File: src/rtl/tps_pkg.sv
// ----------------------------------------------------------------------------
// tps_pkg
// Shared types, codes and the multiply-accumulate microprogram of the
// four-anchor trilateration solver.
// ----------------------------------------------------------------------------
package tps_pkg;

  // Field and datapath widths
  localparam int COORD_W   = 16;
  localparam int DIST_W    = 16;
  localparam int POS_W     = 24;
  localparam int STAT_W    = 2;
  localparam int CNT_W     = 5;
  localparam int OPND_W    = 36;   // shared multiplier operand width
  localparam int ACC_W     = 2 * OPND_W;
  localparam int DIFF_W    = COORD_W + 1;   // first-row coordinate differences
  localparam int BVAL_W    = 35;   // sphere constants, rhs and cofactors
  localparam int DET_W     = 54;
  localparam int DEN_W     = DET_W + 1;
  localparam int QUO_W     = POS_W + 1;   // quotient bits incl. overflow bit

  localparam int USED_ANCHORS    = 4;
  localparam int DEF_MAX_ANCHORS = 16;
  localparam logic [CNT_W-1:0] CNT_SAT = '1;

  // Result status codes
  localparam logic [STAT_W-1:0] STAT_OK         = 2'd0;
  localparam logic [STAT_W-1:0] STAT_NOT_ENOUGH = 2'd1;
  localparam logic [STAT_W-1:0] STAT_TOO_MANY   = 2'd2;
  localparam logic [STAT_W-1:0] STAT_DEGENERATE = 2'd3;

  // Operand source codes
  localparam int SEL_W   = 6;
  localparam int SEL_ANC = 0;    // anchor i field f at SEL_ANC + 4*i + f (f: x y z d)
  localparam int SEL_M   = 16;   // difference m(i,j) at SEL_M + 3*i + j
  localparam int SEL_R   = 25;   // rhs r(i)
  localparam int SEL_COF = 28;   // cofactor(i,k) at SEL_COF + 3*i + k
  localparam int NUM_SRC = 37;

  // Accumulator destination codes
  localparam int DST_W   = 5;
  localparam int DST_B   = 0;
  localparam int DST_COF = 4;
  localparam int DST_DET = 13;
  localparam int DST_NUM = 14;

  localparam int NUM_STEPS = 46;
  localparam int STEP_W    = 6;

  typedef struct packed {
    logic             first;
    logic             neg;
    logic             last;
    logic [DST_W-1:0] dest;
  } mac_ctl_t;

  typedef struct packed {
    logic [SEL_W-1:0] sel_a;
    logic [SEL_W-1:0] sel_b;
    mac_ctl_t         ctl;
  } step_t;

  typedef logic [NUM_STEPS-1:0][$bits(step_t)-1:0] prog_t;

  // Microprogram: one product per step
  function automatic step_t step_op(input logic [STEP_W-1:0] s);
    int    n;
    int    i;
    int    k;
    int    c;
    int    h;
    step_t op;
    op = '0;
    n  = int'(s);
    if (n < 16) begin
      // b(i) = d^2 - x^2 - y^2 - z^2
      i = n / 4;
      k = n % 4;
      if (k == 0) begin
        op.sel_a = SEL_W'(SEL_ANC + 4 * i + 3);
      end else begin
        op.sel_a   = SEL_W'(SEL_ANC + 4 * i + k - 1);
        op.ctl.neg = 1'b1;
      end
      op.sel_b     = op.sel_a;
      op.ctl.first = (k == 0);
      op.ctl.last  = (k == 3);
      op.ctl.dest  = DST_W'(DST_B + i);
    end else if (n < 34) begin
      // cofactors, two products each
      c = (n - 16) / 2;
      h = (n - 16) % 2;
      i = c / 3;
      k = c % 3;
      if (h == 0) begin
        op.sel_a     = SEL_W'(SEL_M + 3 * ((i + 1) % 3) + (k + 1) % 3);
        op.sel_b     = SEL_W'(SEL_M + 3 * ((i + 2) % 3) + (k + 2) % 3);
        op.ctl.first = 1'b1;
      end else begin
        op.sel_a    = SEL_W'(SEL_M + 3 * ((i + 1) % 3) + (k + 2) % 3);
        op.sel_b    = SEL_W'(SEL_M + 3 * ((i + 2) % 3) + (k + 1) % 3);
        op.ctl.neg  = 1'b1;
        op.ctl.last = 1'b1;
      end
      op.ctl.dest = DST_W'(DST_COF + c);
    end else if (n < 37) begin
      // determinant along the first column
      i            = n - 34;
      op.sel_a     = SEL_W'(SEL_M + 3 * i);
      op.sel_b     = SEL_W'(SEL_COF + 3 * i);
      op.ctl.first = (i == 0);
      op.ctl.last  = (i == 2);
      op.ctl.dest  = DST_W'(DST_DET);
    end else begin
      // numerators det_k = sum r(i) * cof(i,k)
      i            = (n - 37) % 3;
      k            = (n - 37) / 3;
      op.sel_a     = SEL_W'(SEL_R + i);
      op.sel_b     = SEL_W'(SEL_COF + 3 * i + k);
      op.ctl.first = (i == 0);
      op.ctl.last  = (i == 2);
      op.ctl.dest  = DST_W'(DST_NUM + k);
    end
    return op;
  endfunction

  // Whole microprogram as a constant table, built at elaboration
  function automatic prog_t build_prog();
    prog_t p;
    for (int s = 0; s < NUM_STEPS; s++) begin
      p[s] = step_op(STEP_W'(s));
    end
    return p;
  endfunction

  localparam prog_t MAC_PROG = build_prog();

endpackage

File: src/rtl/tps_div.sv
// ----------------------------------------------------------------------------
// tps_div
// Restoring divider, one quotient bit per cycle, truncating toward zero and
// saturating the quotient to the signed position range.
// ----------------------------------------------------------------------------
module tps_div (
  input  logic                               clk_i,
  input  logic                               rst_ni,
  input  logic                               start_i,
  input  logic signed [tps_pkg::ACC_W-1:0]   num_i,
  input  logic signed [tps_pkg::DEN_W-1:0]   den_i,
  output logic                               done_o,
  output logic [tps_pkg::POS_W-1:0]          quo_o
);
  import tps_pkg::*;

  localparam int SH_W = DEN_W + POS_W;
  localparam int CW   = $clog2(QUO_W);
  localparam logic [POS_W-1:0] POS_MAX = {1'b0, {(POS_W-1){1'b1}}};
  localparam logic [POS_W-1:0] NEG_MIN = {1'b1, {(POS_W-1){1'b0}}};

  logic             busy_q;
  logic             done_q;
  logic [CW-1:0]    cnt_q;
  logic [ACC_W-1:0] rem_q;
  logic [SH_W-1:0]  dsh_q;
  logic [QUO_W-1:0] q_q;
  logic             neg_q;
  logic [DEN_W-1:0] dmag;
  logic             ge;

  assign dmag = den_i[DEN_W-1] ? DEN_W'(-den_i) : DEN_W'(den_i);
  assign ge   = SH_W'(rem_q) >= dsh_q;

  // control
  always_ff @(posedge clk_i or negedge rst_ni) begin
    if (!rst_ni) begin
      busy_q <= 1'b0;
      done_q <= 1'b0;
      cnt_q  <= '0;
    end else begin
      done_q <= 1'b0;
      if (start_i) begin
        busy_q <= 1'b1;
        cnt_q  <= CW'(QUO_W - 1);
      end else if (busy_q) begin
        cnt_q <= cnt_q - 1'b1;
        if (cnt_q == '0) begin
          busy_q <= 1'b0;
          done_q <= 1'b1;
        end
      end
    end
  end

  // datapath: compare, subtract, shift
  always_ff @(posedge clk_i) begin
    if (start_i) begin
      rem_q <= num_i[ACC_W-1] ? ACC_W'(-num_i) : ACC_W'(num_i);
      dsh_q <= {dmag, {POS_W{1'b0}}};
      q_q   <= '0;
      neg_q <= num_i[ACC_W-1] ^ den_i[DEN_W-1];
    end else if (busy_q) begin
      if (ge) begin
        rem_q <= rem_q - dsh_q[ACC_W-1:0];
      end
      q_q   <= {q_q[QUO_W-2:0], ge};
      dsh_q <= dsh_q >> 1;
    end
  end

  // sign and saturation
  always_comb begin
    if (q_q[QUO_W-1]) begin
      quo_o = neg_q ? NEG_MIN : POS_MAX;
    end else if (neg_q) begin
      quo_o = (q_q[POS_W-1:0] > NEG_MIN) ? NEG_MIN : POS_W'(-q_q[POS_W-1:0]);
    end else begin
      quo_o = q_q[POS_W-1] ? POS_MAX : q_q[POS_W-1:0];
    end
  end

  assign done_o = done_q;

endmodule

File: config.mk
export PLATFORM = sky130hd
export DESIGN_NAME = tps_div
export DESIGN_NICKNAME = d
export VERILOG_FILES = /design/src/rtl/tps_pkg.sv /design/src/rtl/tps_div.sv
export SDC_FILE = /design/constraint.sdc
export NUM_CORES = 1
export LEC_CHECK = 0
export BUFFER_PORTS_ARGS = -buffer_cell sky130_fd_sc_hd__buf_2
export CELL_PAD_IN_SITES_DETAIL_PLACEMENT = 0
export CELL_PAD_IN_SITES_GLOBAL_PLACEMENT = 2
export CORE_UTILIZATION = 40
export DETAILED_ROUTE_END_ITERATION = 6
export PLACE_DENSITY_LB_ADDON = 0.1
export SKIP_CTS_REPAIR_TIMING = 1
export SYNTH_ARGS = -nofsm -noshare
export SYNTH_HDL_FRONTEND = slang
export SYNTH_SLANG_ARGS = --single-unit
export TNS_END_PERCENT = 10
File: constraint.sdc
create_clock -name clk_i -period 10.4 [get_ports clk_i]
set_input_delay 2.08 -clock clk_i [delete_from_list [all_inputs] [get_ports clk_i]]
set_output_delay 2.08 -clock clk_i [all_outputs]
set_load 0.1 [all_outputs]
==> metrics.csv <==
metric,value,unit
r2r_end,rem_q[40],
worst_slew_pin_slew,0.975,ns
wl,45.1,mm
slowest_delay,0.50,ns
drc,0,
async_reset_ff_frac,0.0380,
grt_pass1_wl,70.5,mm
path_cells,"inv_1, ha_1, nor3b_1, nand4b_1, nor2_1, nand2_1, or4_1, a21o_1, inv_1, nand2_1, o311ai_0, buf_2",
io_buffers,154,
ys_types,71,
rrSetupSlack,5.64,ns
path_max_fanout,22,
ctsLongestPathBuffers,2,
synthFlopType,edfxtp_1,
clk_pin_slew,0.07,ns
start_util,0.409,
cap_violations,0,
vias_per_cell,5.55,
synth.most_common_cell,nand2_1,
timing.rr.start,rem_q[1],
synth_area_leaders,"edfxtp_1 25%, xnor2_1 7.4%, dfxtp_1 6.3%",
hold_viol,0,
worst-path-buf-inv,3,
powerDensity,173,mW/mm²
crit_required,8.32,ns
end_kind,output port,
die_h,199,µm
synth_area_leader_cell,edfxtp_1,
fp.dieW,199,µm
cts_tree,built,
numCtsBuffers,17,
worstSetupEndpoint,quo_o[20],
synthesis.area,0.0155,mm²
setup_viol,0,
cts_max_level,4,
timing.final.crit_period,6.50,ns
synth_edf_count,128,
hp-class,flip-flop to flip-flop,
drt_iter0_markers,919,
syn2layout_area_growth,11.2,%
grt.total_usage,0.229,
layout-drive-gt1-share,0.117,
p_leak,7.14,nW
critPathTopFamily,simple AND/OR/NAND/NOR gates,
post-route-period-util,0.625,
fmax,154,MHz
max-vdd-ir-drop,0.0954,mV
clock_latency,0.45,ns
antenna_found_initial,1,
cp.arrival,4.42,ns
dpl.hpwl,34.6,mm
die_area,0.0395,mm²
grt_max_degree,85,
r2r_cells,11,
drtAntennaViolNets,0,
synth.yosys.seq_area_share,0.323,
drt-pass1-iter-count,5,
syn-num-nets,2086,
critical_path_class,flip-flop to output port,
grt_pass1_vias,13000,
cp_slowest_cell,buf_2,
syn_inst,1878,
vias,13800,
yosysTopAreaCellShare,0.248,
syn_area_per_cell,8.24,µm²
cp.depth,12,
place_congestion,0.865,
cts.sinks,184,
max-slew-margin-rel,0.333,
detail_route.wl_per_cell,18.1,µm
fin_worst_skew,0.0114,ns
final_max_slew_viol_count,0,
core_area,0.0378,mm²
status,"complete, no violations",
clockRootBuffer,clkbuf_16,
yosysWarnings,0,
setup-tns-final,0,ns
nets,2170,
io_pins,155,
synth_common_cells,"251 x nand2_1, 167 x o21ai_0, 130 x xnor2_1",
crit_start,q_q[0],
holdWs,0.511,ns
grt-ovfl-total,0,
rows,71,
rsz0062_at_grt,no,
ys_seq_elements,184,
startpoint_type,flip-flop,
==> sequential cells by signal (all words and copies together) (netlist names) <==
signal,cells
q_q,25
rem_q,72
done_o,1
busy_q,1
dsh_q,79
cnt_q,5
neg_q,1
==> logic make-up after synthesis <==
group,Yosys count,share of synthesized area
AOI/OAI and AO/OA,544,0.228
xor gates and xnor gates,186,0.105
DFF,184,0.323
adders and majority gates,78,0.0636
buffers and inverters,215,0.0522
and+or+nand+nor,616,0.192
muxes,55,0.0356
==> final cells by class <==
class	count	area, µm²
Fill cell	3898	20600
Multi-Input combinational cell	1479	9680
Sequential cell	184	5000
Timing Repair Buffer	165	862
Tap cell	511	639
Clock buffer	20	479
Inverter	115	432
Clock inverter	12	110
Antenna cell	1	2.50
==> metal layers <==
metal | wire length [µm] | global-route usage | vias up
met2 | 20100 | 0.360 | 280
li1 | - | - | 6996
met1 | 23000 | 0.333 | 6492
met3 | 1400 | 0.0241 | 34
met5 | 0 | 0 | -
met4 | 592 | 0.0570 | 0
==> stage by stage <==
stage,total power (W),instance area (µm²),instances,util,setup slack (ns)
after floorplan,0.00195,15500,1878,-,2.55
after global placement,0.00230,16600,2454,0.439,4.42
after detailed placement,0.00231,16600,2454,0.439,4.34
after CTS,0.00299,17200,2486,0.455,3.81
after global routing,0.00317,17200,2486,0.455,3.48
final,0.00297,17200,2487,0.455,3.90
==> report_power, final <==
| part | switching [W] | total (W) | internal [W] | leakage (nW) |
|---|---|---|---|---|
| combinational | 0.000811 | 0.00133 | 0.000519 | 5.05 |
| clock | 0.000308 | 0.000669 | 0.000362 | 0.293 |
| sequential | 0.0000511 | 0.000972 | 0.000921 | 1.80 |
| total | 0.00117 | 0.00297 | 0.00180 | 7.14 |
==> placed cells by master, fill, tap and decap left out, types with 19 or more instances in the layout <==
master,Yosys,final
nand2_1,251,251
o21ai_0,167,167
buf_2,0,153
xnor2_1,130,130
edfxtp_1,128,128
nor2_1,123,123
a21oi_1,121,121
inv_1,115,115
ha_1,77,77
xor2_1,56,56
mux2i_1,55,55
dfxtp_1,49,49
o31ai_1,46,46
or3_1,34,34
a21o_1,32,32
nor3_1,32,32
o21bai_1,28,28
o41ai_1,24,24
nand4_1,21,21
or4_1,20,20
nand3_1,19,19
clkbuf_16,0,19
==> how the worst min path moves through the flow <==
stage	end	cells past startpoint	from
after detailed placement	dsh_q[0]	2	dsh_q[0]
final	q_q[0]	2	q_q[0]
after floorplan	dsh_q[0]	2	dsh_q[0]
after global routing	q_q[0]	2	q_q[0]
after CTS	q_q[0]	2	q_q[0]
after global placement	dsh_q[0]	2	dsh_q[0]
==> tightest hold or removal path: stages (launching register included) <==
cell and delay [ns]:
dfxtp_1 0.34, nand2b_1 0.08, a21oi_1 0.06
(Power assumes the default switching activity.)
