`src/rtl/tps_pkg.sv`:
```
// ----------------------------------------------------------------------------
// tps_pkg
// Shared types, codes and the multiply-accumulate microprogram of the
// four-anchor trilateration solver.
// ----------------------------------------------------------------------------
package tps_pkg;

  // Field and datapath widths
  localparam int COORD_W   = 16;
  localparam int DIST_W    = 16;
  localparam int POS_W     = 24;
  localparam int STAT_W    = 2;
  localparam int CNT_W     = 5;
  localparam int OPND_W    = 36;   // shared multiplier operand width
  localparam int ACC_W     = 2 * OPND_W;
  localparam int DIFF_W    = COORD_W + 1;   // first-row coordinate differences
  localparam int BVAL_W    = 35;   // sphere constants, rhs and cofactors
  localparam int DET_W     = 54;
  localparam int DEN_W     = DET_W + 1;
  localparam int QUO_W     = POS_W + 1;   // quotient bits incl. overflow bit

  localparam int USED_ANCHORS    = 4;
  localparam int DEF_MAX_ANCHORS = 16;
  localparam logic [CNT_W-1:0] CNT_SAT = '1;

  // Result status codes
  localparam logic [STAT_W-1:0] STAT_OK         = 2'd0;
  localparam logic [STAT_W-1:0] STAT_NOT_ENOUGH = 2'd1;
  localparam logic [STAT_W-1:0] STAT_TOO_MANY   = 2'd2;
  localparam logic [STAT_W-1:0] STAT_DEGENERATE = 2'd3;

  // Operand source codes
  localparam int SEL_W   = 6;
  localparam int SEL_ANC = 0;    // anchor i field f at SEL_ANC + 4*i + f (f: x y z d)
  localparam int SEL_M   = 16;   // difference m(i,j) at SEL_M + 3*i + j
  localparam int SEL_R   = 25;   // rhs r(i)
  localparam int SEL_COF = 28;   // cofactor(i,k) at SEL_COF + 3*i + k
  localparam int NUM_SRC = 37;

  // Accumulator destination codes
  localparam int DST_W   = 5;
  localparam int DST_B   = 0;
  localparam int DST_COF = 4;
  localparam int DST_DET = 13;
  localparam int DST_NUM = 14;

  localparam int NUM_STEPS = 46;
  localparam int STEP_W    = 6;

  typedef struct packed {
    logic             first;
    logic             neg;
    logic             last;
    logic [DST_W-1:0] dest;
  } mac_ctl_t;

  typedef struct packed {
    logic [SEL_W-1:0] sel_a;
    logic [SEL_W-1:0] sel_b;
    mac_ctl_t         ctl;
  } step_t;

  typedef logic [NUM_STEPS-1:0][$bits(step_t)-1:0] prog_t;

  // Microprogram: one product per step
  function automatic step_t step_op(input logic [STEP_W-1:0] s);
    int    n;
    int    i;
    int    k;
    int    c;
    int    h;
    step_t op;
    op = '0;
    n  = int'(s);
    if (n < 16) begin
      // b(i) = d^2 - x^2 - y^2 - z^2
      i = n / 4;
      k = n % 4;
      if (k == 0) begin
        op.sel_a = SEL_W'(SEL_ANC + 4 * i + 3);
      end else begin
        op.sel_a   = SEL_W'(SEL_ANC + 4 * i + k - 1);
        op.ctl.neg = 1'b1;
      end
      op.sel_b     = op.sel_a;
      op.ctl.first = (k == 0);
      op.ctl.last  = (k == 3);
      op.ctl.dest  = DST_W'(DST_B + i);
    end else if (n < 34) begin
      // cofactors, two products each
      c = (n - 16) / 2;
      h = (n - 16) % 2;
      i = c / 3;
      k = c % 3;
      if (h == 0) begin
        op.sel_a     = SEL_W'(SEL_M + 3 * ((i + 1) % 3) + (k + 1) % 3);
        op.sel_b     = SEL_W'(SEL_M + 3 * ((i + 2) % 3) + (k + 2) % 3);
        op.ctl.first = 1'b1;
      end else begin
        op.sel_a    = SEL_W'(SEL_M + 3 * ((i + 1) % 3) + (k + 2) % 3);
        op.sel_b    = SEL_W'(SEL_M + 3 * ((i + 2) % 3) + (k + 1) % 3);
        op.ctl.neg  = 1'b1;
        op.ctl.last = 1'b1;
      end
      op.ctl.dest = DST_W'(DST_COF + c);
    end else if (n < 37) begin
      // determinant along the first column
      i            = n - 34;
      op.sel_a     = SEL_W'(SEL_M + 3 * i);
      op.sel_b     = SEL_W'(SEL_COF + 3 * i);
      op.ctl.first = (i == 0);
      op.ctl.last  = (i == 2);
      op.ctl.dest  = DST_W'(DST_DET);
    end else begin
      // numerators det_k = sum r(i) * cof(i,k)
      i            = (n - 37) % 3;
      k            = (n - 37) / 3;
      op.sel_a     = SEL_W'(SEL_R + i);
      op.sel_b     = SEL_W'(SEL_COF + 3 * i + k);
      op.ctl.first = (i == 0);
      op.ctl.last  = (i == 2);
      op.ctl.dest  = DST_W'(DST_NUM + k);
    end
    return op;
  endfunction

  // Whole microprogram as a constant table, built at elaboration
  function automatic prog_t build_prog();
    prog_t p;
    for (int s = 0; s < NUM_STEPS; s++) begin
      p[s] = step_op(STEP_W'(s));
    end
    return p;
  endfunction

  localparam prog_t MAC_PROG = build_prog();

endpackage

```
`src/rtl/tps_mac.sv`:
```
// ----------------------------------------------------------------------------
// tps_mac
// Shared signed multiplier with a registered product and a wide accumulator.
// ----------------------------------------------------------------------------
module tps_mac (
  input  logic                               clk_i,
  input  logic                               rst_ni,
  input  logic                               issue_i,
  input  tps_pkg::mac_ctl_t                  ctl_i,
  input  logic signed [tps_pkg::OPND_W-1:0]  a_i,
  input  logic signed [tps_pkg::OPND_W-1:0]  b_i,
  output logic                               wr_o,
  output logic [tps_pkg::DST_W-1:0]          dest_o,
  output logic signed [tps_pkg::ACC_W-1:0]   res_o
);
  import tps_pkg::*;

  logic                    valid_q;
  mac_ctl_t                ctl_q;
  logic signed [ACC_W-1:0] prod_q;
  logic signed [ACC_W-1:0] acc_q;
  logic signed [ACC_W-1:0] acc_d;

  // product stage
  always_ff @(posedge clk_i or negedge rst_ni) begin
    if (!rst_ni) begin
      valid_q <= 1'b0;
    end else begin
      valid_q <= issue_i;
    end
  end

  always_ff @(posedge clk_i) begin
    if (issue_i) begin
      prod_q <= a_i * b_i;
      ctl_q  <= ctl_i;
    end
    if (valid_q) begin
      acc_q <= acc_d;
    end
  end

  // accumulate stage
  always_comb begin
    acc_d = (ctl_q.first ? '0 : acc_q) + (ctl_q.neg ? -prod_q : prod_q);
  end

  assign wr_o   = valid_q & ctl_q.last;
  assign dest_o = ctl_q.dest;
  assign res_o  = acc_d;

endmodule

```
`config.mk`:
```
export PLATFORM = sky130hd
export DESIGN_NAME = tps_mac
export DESIGN_NICKNAME = d
export VERILOG_FILES = /design/src/rtl/tps_pkg.sv /design/src/rtl/tps_mac.sv
export SDC_FILE = /design/constraint.sdc
export NUM_CORES = 2
export LEC_CHECK = 0
export CAP_MARGIN = 10
export CORE_ASPECT_RATIO = 2
export CORE_MARGIN = 5
export CORE_UTILIZATION = 45
export DETAILED_ROUTE_END_ITERATION = 8
export DONT_BUFFER_PORTS = 1
export SLEW_MARGIN = 0
export SYNTH_ARGS = -nofsm -noshare
export SYNTH_HDL_FRONTEND = slang
export SYNTH_SLANG_ARGS = --single-unit
```
`constraint.sdc`:
```
create_clock -name clk_i -period 8.5 [get_ports clk_i]
set_input_delay 0.85 -clock clk_i [delete_from_list [all_inputs] [get_ports clk_i]]
set_output_delay 0.85 -clock clk_i [all_outputs]
set_load 0.005 [all_outputs]
```
==> summary.md <==
| Metric | Value |
|---|---|
| Final Setup Violations | `0` |
| Number of buffers added on ports | `0` |
| Post-detailed-placement half-perimeter wirelength | `~130,000 um` |
| Antenna diode instance count | `0` |
| Number of H-tree levels | `4` |
| Start-to-end type of the worst setup path | `register to output pin` |
| Most area-consuming cells after synthesis | `sky130_fd_sc_hd__fa_1 (49%), sky130_fd_sc_hd__inv_1 (9.0%), sky130_fd_sc_hd__edfxtp_1 (8.1%), sky130_fd_sc_hd__and2_1 (6.6%), sky130_fd_sc_hd__ha_1 (6.4%)` |
| Number of setup buffers added after CTS | `0` |
| DRC Markers | `0` |
| Leading cell types in the layout, fill and taps excluded | `sky130_fd_sc_hd__fa_1 (1,379), sky130_fd_sc_hd__inv_1 (1,353), sky130_fd_sc_hd__nand2_1 (790)` |
| Critical path peak fanout | `7` |
| Post-CTS Hold Buffers | `0` |
| Count of flip-flops with a built-in enable after synthesis | `152` |
| Starting density of the core | `45.14%` |
| Final GP Congestion | `between 0.9 and 1` |
| Gate Count Post-Synth | `6,043` |
| Sinks on the clock net | `153` |
| Worst slew margin relative to its limit | `25.82%` |
| Element type at the critical path start | `register` |
| Vert. Die Dim | `511.2 um` |
| Master of the slowest instance on the critical path | `sky130_fd_sc_hd__or4_4` |
| Number of distinct library cells after synthesis | `71` |
| Final hold violations | `0` |
| Synthesized area per cell | `9.354 sq um` |
| Number of filler cells placed in the layout | `approximately 12,000` |
| Detailed Route Iter0 Violations | `2,258` |
| Layout overhead on the synthesized area | `3.895%` |
| Clk pin slew, worst setup/hold paths | `60 ps` |
| DRT Wirelength | `between 150,000 and 200,000 um` |
| Outcome | `finished, final reports clean` |
| WL per Instance | `about 22 um` |
| Total CTS buffers | `17` |
| Hold/Removal Path Class | `primary input to asynchronous set/reset pin` |
| Most used DFF post-synth | `sky130_fd_sc_hd__edfxtp_1` |
| Largest clock skew in the final design | `13.75 ps` |
| Total count of max-transition violations in the final report | `0` |
| Register area share after synthesis | `approximately 8.1%` |
| Share of layout cells above drive strength 1 | `2.674%` |
| CP Data Required Time | `7650 ps` |
| Max-cap violation count | `0` |
| Vias post-DR | `40,236` |
| Netlist area before placement | `56,530 sq um` |
| Antenna violations before repair | `5` |
| Cell type with the highest aggregate area in the netlist | `sky130_fd_sc_hd__fa_1` |
| Minimum period implied by the final worst setup slack | `~8000 ps` |
| Cell chain of the critical path | `or4_4, or4_4, nor4_4, nand2b_2, or4_1, o41ai_1, xnor2_1, ha_1, and4_1, nand3_1, or2_2, o22ai_1, or4b_1, o21ai_0, o21a_1, o21a_1, o41a_1, o31ai_1, xor2_1` |
| Net count of the finished layout | `7,576` |
| Clock insertion delay at the later pin of the skew report | `~450 ps` |
| Net Count, Synth | `approximately 7,800` |
| Seq cells post-synth | `~150` |
| Deepest clock path buffer count | `2` |
| Transition at the pin with the smallest max-transition slack | `~1100 ps` |
| Full die area | `133,200 sq um` |
| Vias in the first global route | `45,956` |
| Standard cell core area | `approximately 130,000 sq um` |
| Share of Yosys cell area claimed by the top area cell type | `around half` |
| Unrepaired setup endpoints after global routing | `no` |
| Detailed-router iteration count before antenna repair | `5` |
| Routed via count divided by cell count | `5.359` |
| Leftover overflow at the end of global routing | `0` |
| Critical path arrival | `7270 ps` |
| Global Route Usage Sum | `25.70%` |
| Post-synthesis async set-or-reset flop share | `0.6536%` |
| Maximum number of pins on one net before global-route repair | `82` |
| Critical path endpoint category | `output pin` |
| Highest attainable clock frequency | `0.1231 GHz` |
| DRT antenna net count | `0` |
| CTS tree | `done` |
| Most frequent standard cell in the layout excluding fill and tap cells | `sky130_fd_sc_hd__fa_1` |
| # rows | `184` |
| Chip Width | `260.6 um` |
| IO Pins | `161` |
| Sum of negative setup slack | `0 ps` |
| Largest incremental delay on the critical path | `570 ps` |
| Post-route clock period utilization | `95.57%` |
| Number of gates resized after CTS | `0` |
| Total of warnings raised by yosys | `0` |
| Global-route wire length before repair | `~270,000 um` |
| Clk Tree Root Cell | `sky130_fd_sc_hd__clkbuf_16` |
-- final timing paths --
kind / startpoint / endpoint / slack, ps / depth (start not counted)
worst min register to register: acc_q[0]$_DFFE_PP_ / acc_q[0]$_DFFE_PP_ / 750 / 2
min in group clk_i: ctl_i[2] / dest_o[2]$_DFFE_PP_ / 490 / 0
worst min-delay path: rst_ni / valid_q$_DFF_PN0_ / 90 / 0
max in group asynchronous: rst_ni / valid_q$_DFF_PN0_ / 8330 / 0
worst max-delay path: prod_q[15]$_DFFE_PP_ / res_o[69] / 380 / 19
worst max register to register: prod_q[15]$_DFFE_PP_ / acc_q[69]$_DFFE_PP_ / 1440 / 19
-- cells in the mapped netlist, types with 10 or more instances --
| cell | instances |
|---|---|
| sky130_fd_sc_hd__fa_1 | 1380 |
| sky130_fd_sc_hd__a211oi_1 | 11 |
| sky130_fd_sc_hd__clkbuf_1 | 326 |
| sky130_fd_sc_hd__and3_1 | 18 |
| sky130_fd_sc_hd__o21a_1 | 17 |
| sky130_fd_sc_hd__a31oi_1 | 21 |
| sky130_fd_sc_hd__ha_1 | 291 |
| sky130_fd_sc_hd__nand2b_1 | 29 |
| sky130_fd_sc_hd__nor2_1 | 94 |
| sky130_fd_sc_hd__a21oi_1 | 155 |
| sky130_fd_sc_hd__o31ai_1 | 33 |
| sky130_fd_sc_hd__or2_2 | 10 |
| sky130_fd_sc_hd__o21bai_1 | 32 |
| sky130_fd_sc_hd__nor2b_1 | 82 |
| sky130_fd_sc_hd__o21ai_0 | 98 |
| sky130_fd_sc_hd__or4_1 | 14 |
| sky130_fd_sc_hd__and2_1 | 600 |
| sky130_fd_sc_hd__a21o_1 | 102 |
| sky130_fd_sc_hd__nand2_1 | 790 |
| sky130_fd_sc_hd__or3_1 | 20 |
| sky130_fd_sc_hd__edfxtp_1 | 152 |
| sky130_fd_sc_hd__nor4_1 | 13 |
| sky130_fd_sc_hd__o211ai_1 | 12 |
| sky130_fd_sc_hd__nor3_1 | 21 |
| sky130_fd_sc_hd__nand3_1 | 30 |
| sky130_fd_sc_hd__nand4_1 | 24 |
| sky130_fd_sc_hd__inv_1 | 1353 |
| sky130_fd_sc_hd__xor2_1 | 47 |
| sky130_fd_sc_hd__xnor2_1 | 175 |
-- routing by layer --
layer	GRT usage (%)	wire, um
met4	12.44	10590
met1	29.54	59210
met5	0	20
met3	4.007	9864
met2	46.32	85710
-- cells by family after synthesis --
logic type                 after synthesis  share of synthesized area (%)
DFF                                    153                          8.119
xor gates and xnor gates               222                          3.440
AOI/OAI and AO/OA                      541                          6.173
buffers and inverters                 1688                          11.24
and+or+nand+nor                       1768                          15.71
adders and majority gates             1671                          55.31
-- state kept, by name, indices dropped and copies added, names as in the netlist --
signal	count
valid_q	1
dest_o	5
prod_q	72
acc_q	72
ctl_q	3
-- area by class of cell --
cell class	count	area [sq um]	area share (%)
Multi-Input combinational cell	4202	45600	77.64
Clock buffer	17	425.4	0.7243
Timing Repair Buffer	94	718.2	1.223
Clock inverter	14	220.2	0.3749
Tap cell	1674	2095	3.566
Inverter	1354	5082	8.654
Sequential cell	153	4593	7.821
-- critical path: cells and delay by family, from the launching register on --
kind | cells | cell delay (ps)
flip-flops | 1 | 460
AND/OR/NAND/NOR | 9 | 3180
AO/OA/AOI/OAI | 7 | 2160
XOR/XNOR | 2 | 580
adder cells (fa/ha/maj) | 1 | 440
-- stage by stage --
stage | setup WS [ps] | util, % | std cells | hold slack, ps | instance area [sq um]
5_1_grt | 47.96 | 46.89 | 7508 | 71.83 | 58730
4_1_cts | 454.2 | 46.89 | 7508 | 72.11 | 58730
3_5_place_dp | 32.46 | 46.38 | 7477 | 554.5 | 58090
3_3_place_gp | 134.2 | 46.38 | 7477 | 554.5 | 58090
2_1_floorplan | 32.36 | - | 6043 | 554.4 | 56540
6_report | 376.8 | 46.89 | 7508 | 93.94 | 58730
Power is not shown: default switching activity piles up to over one toggle a cycle in this logic, so the estimate is an artifact.
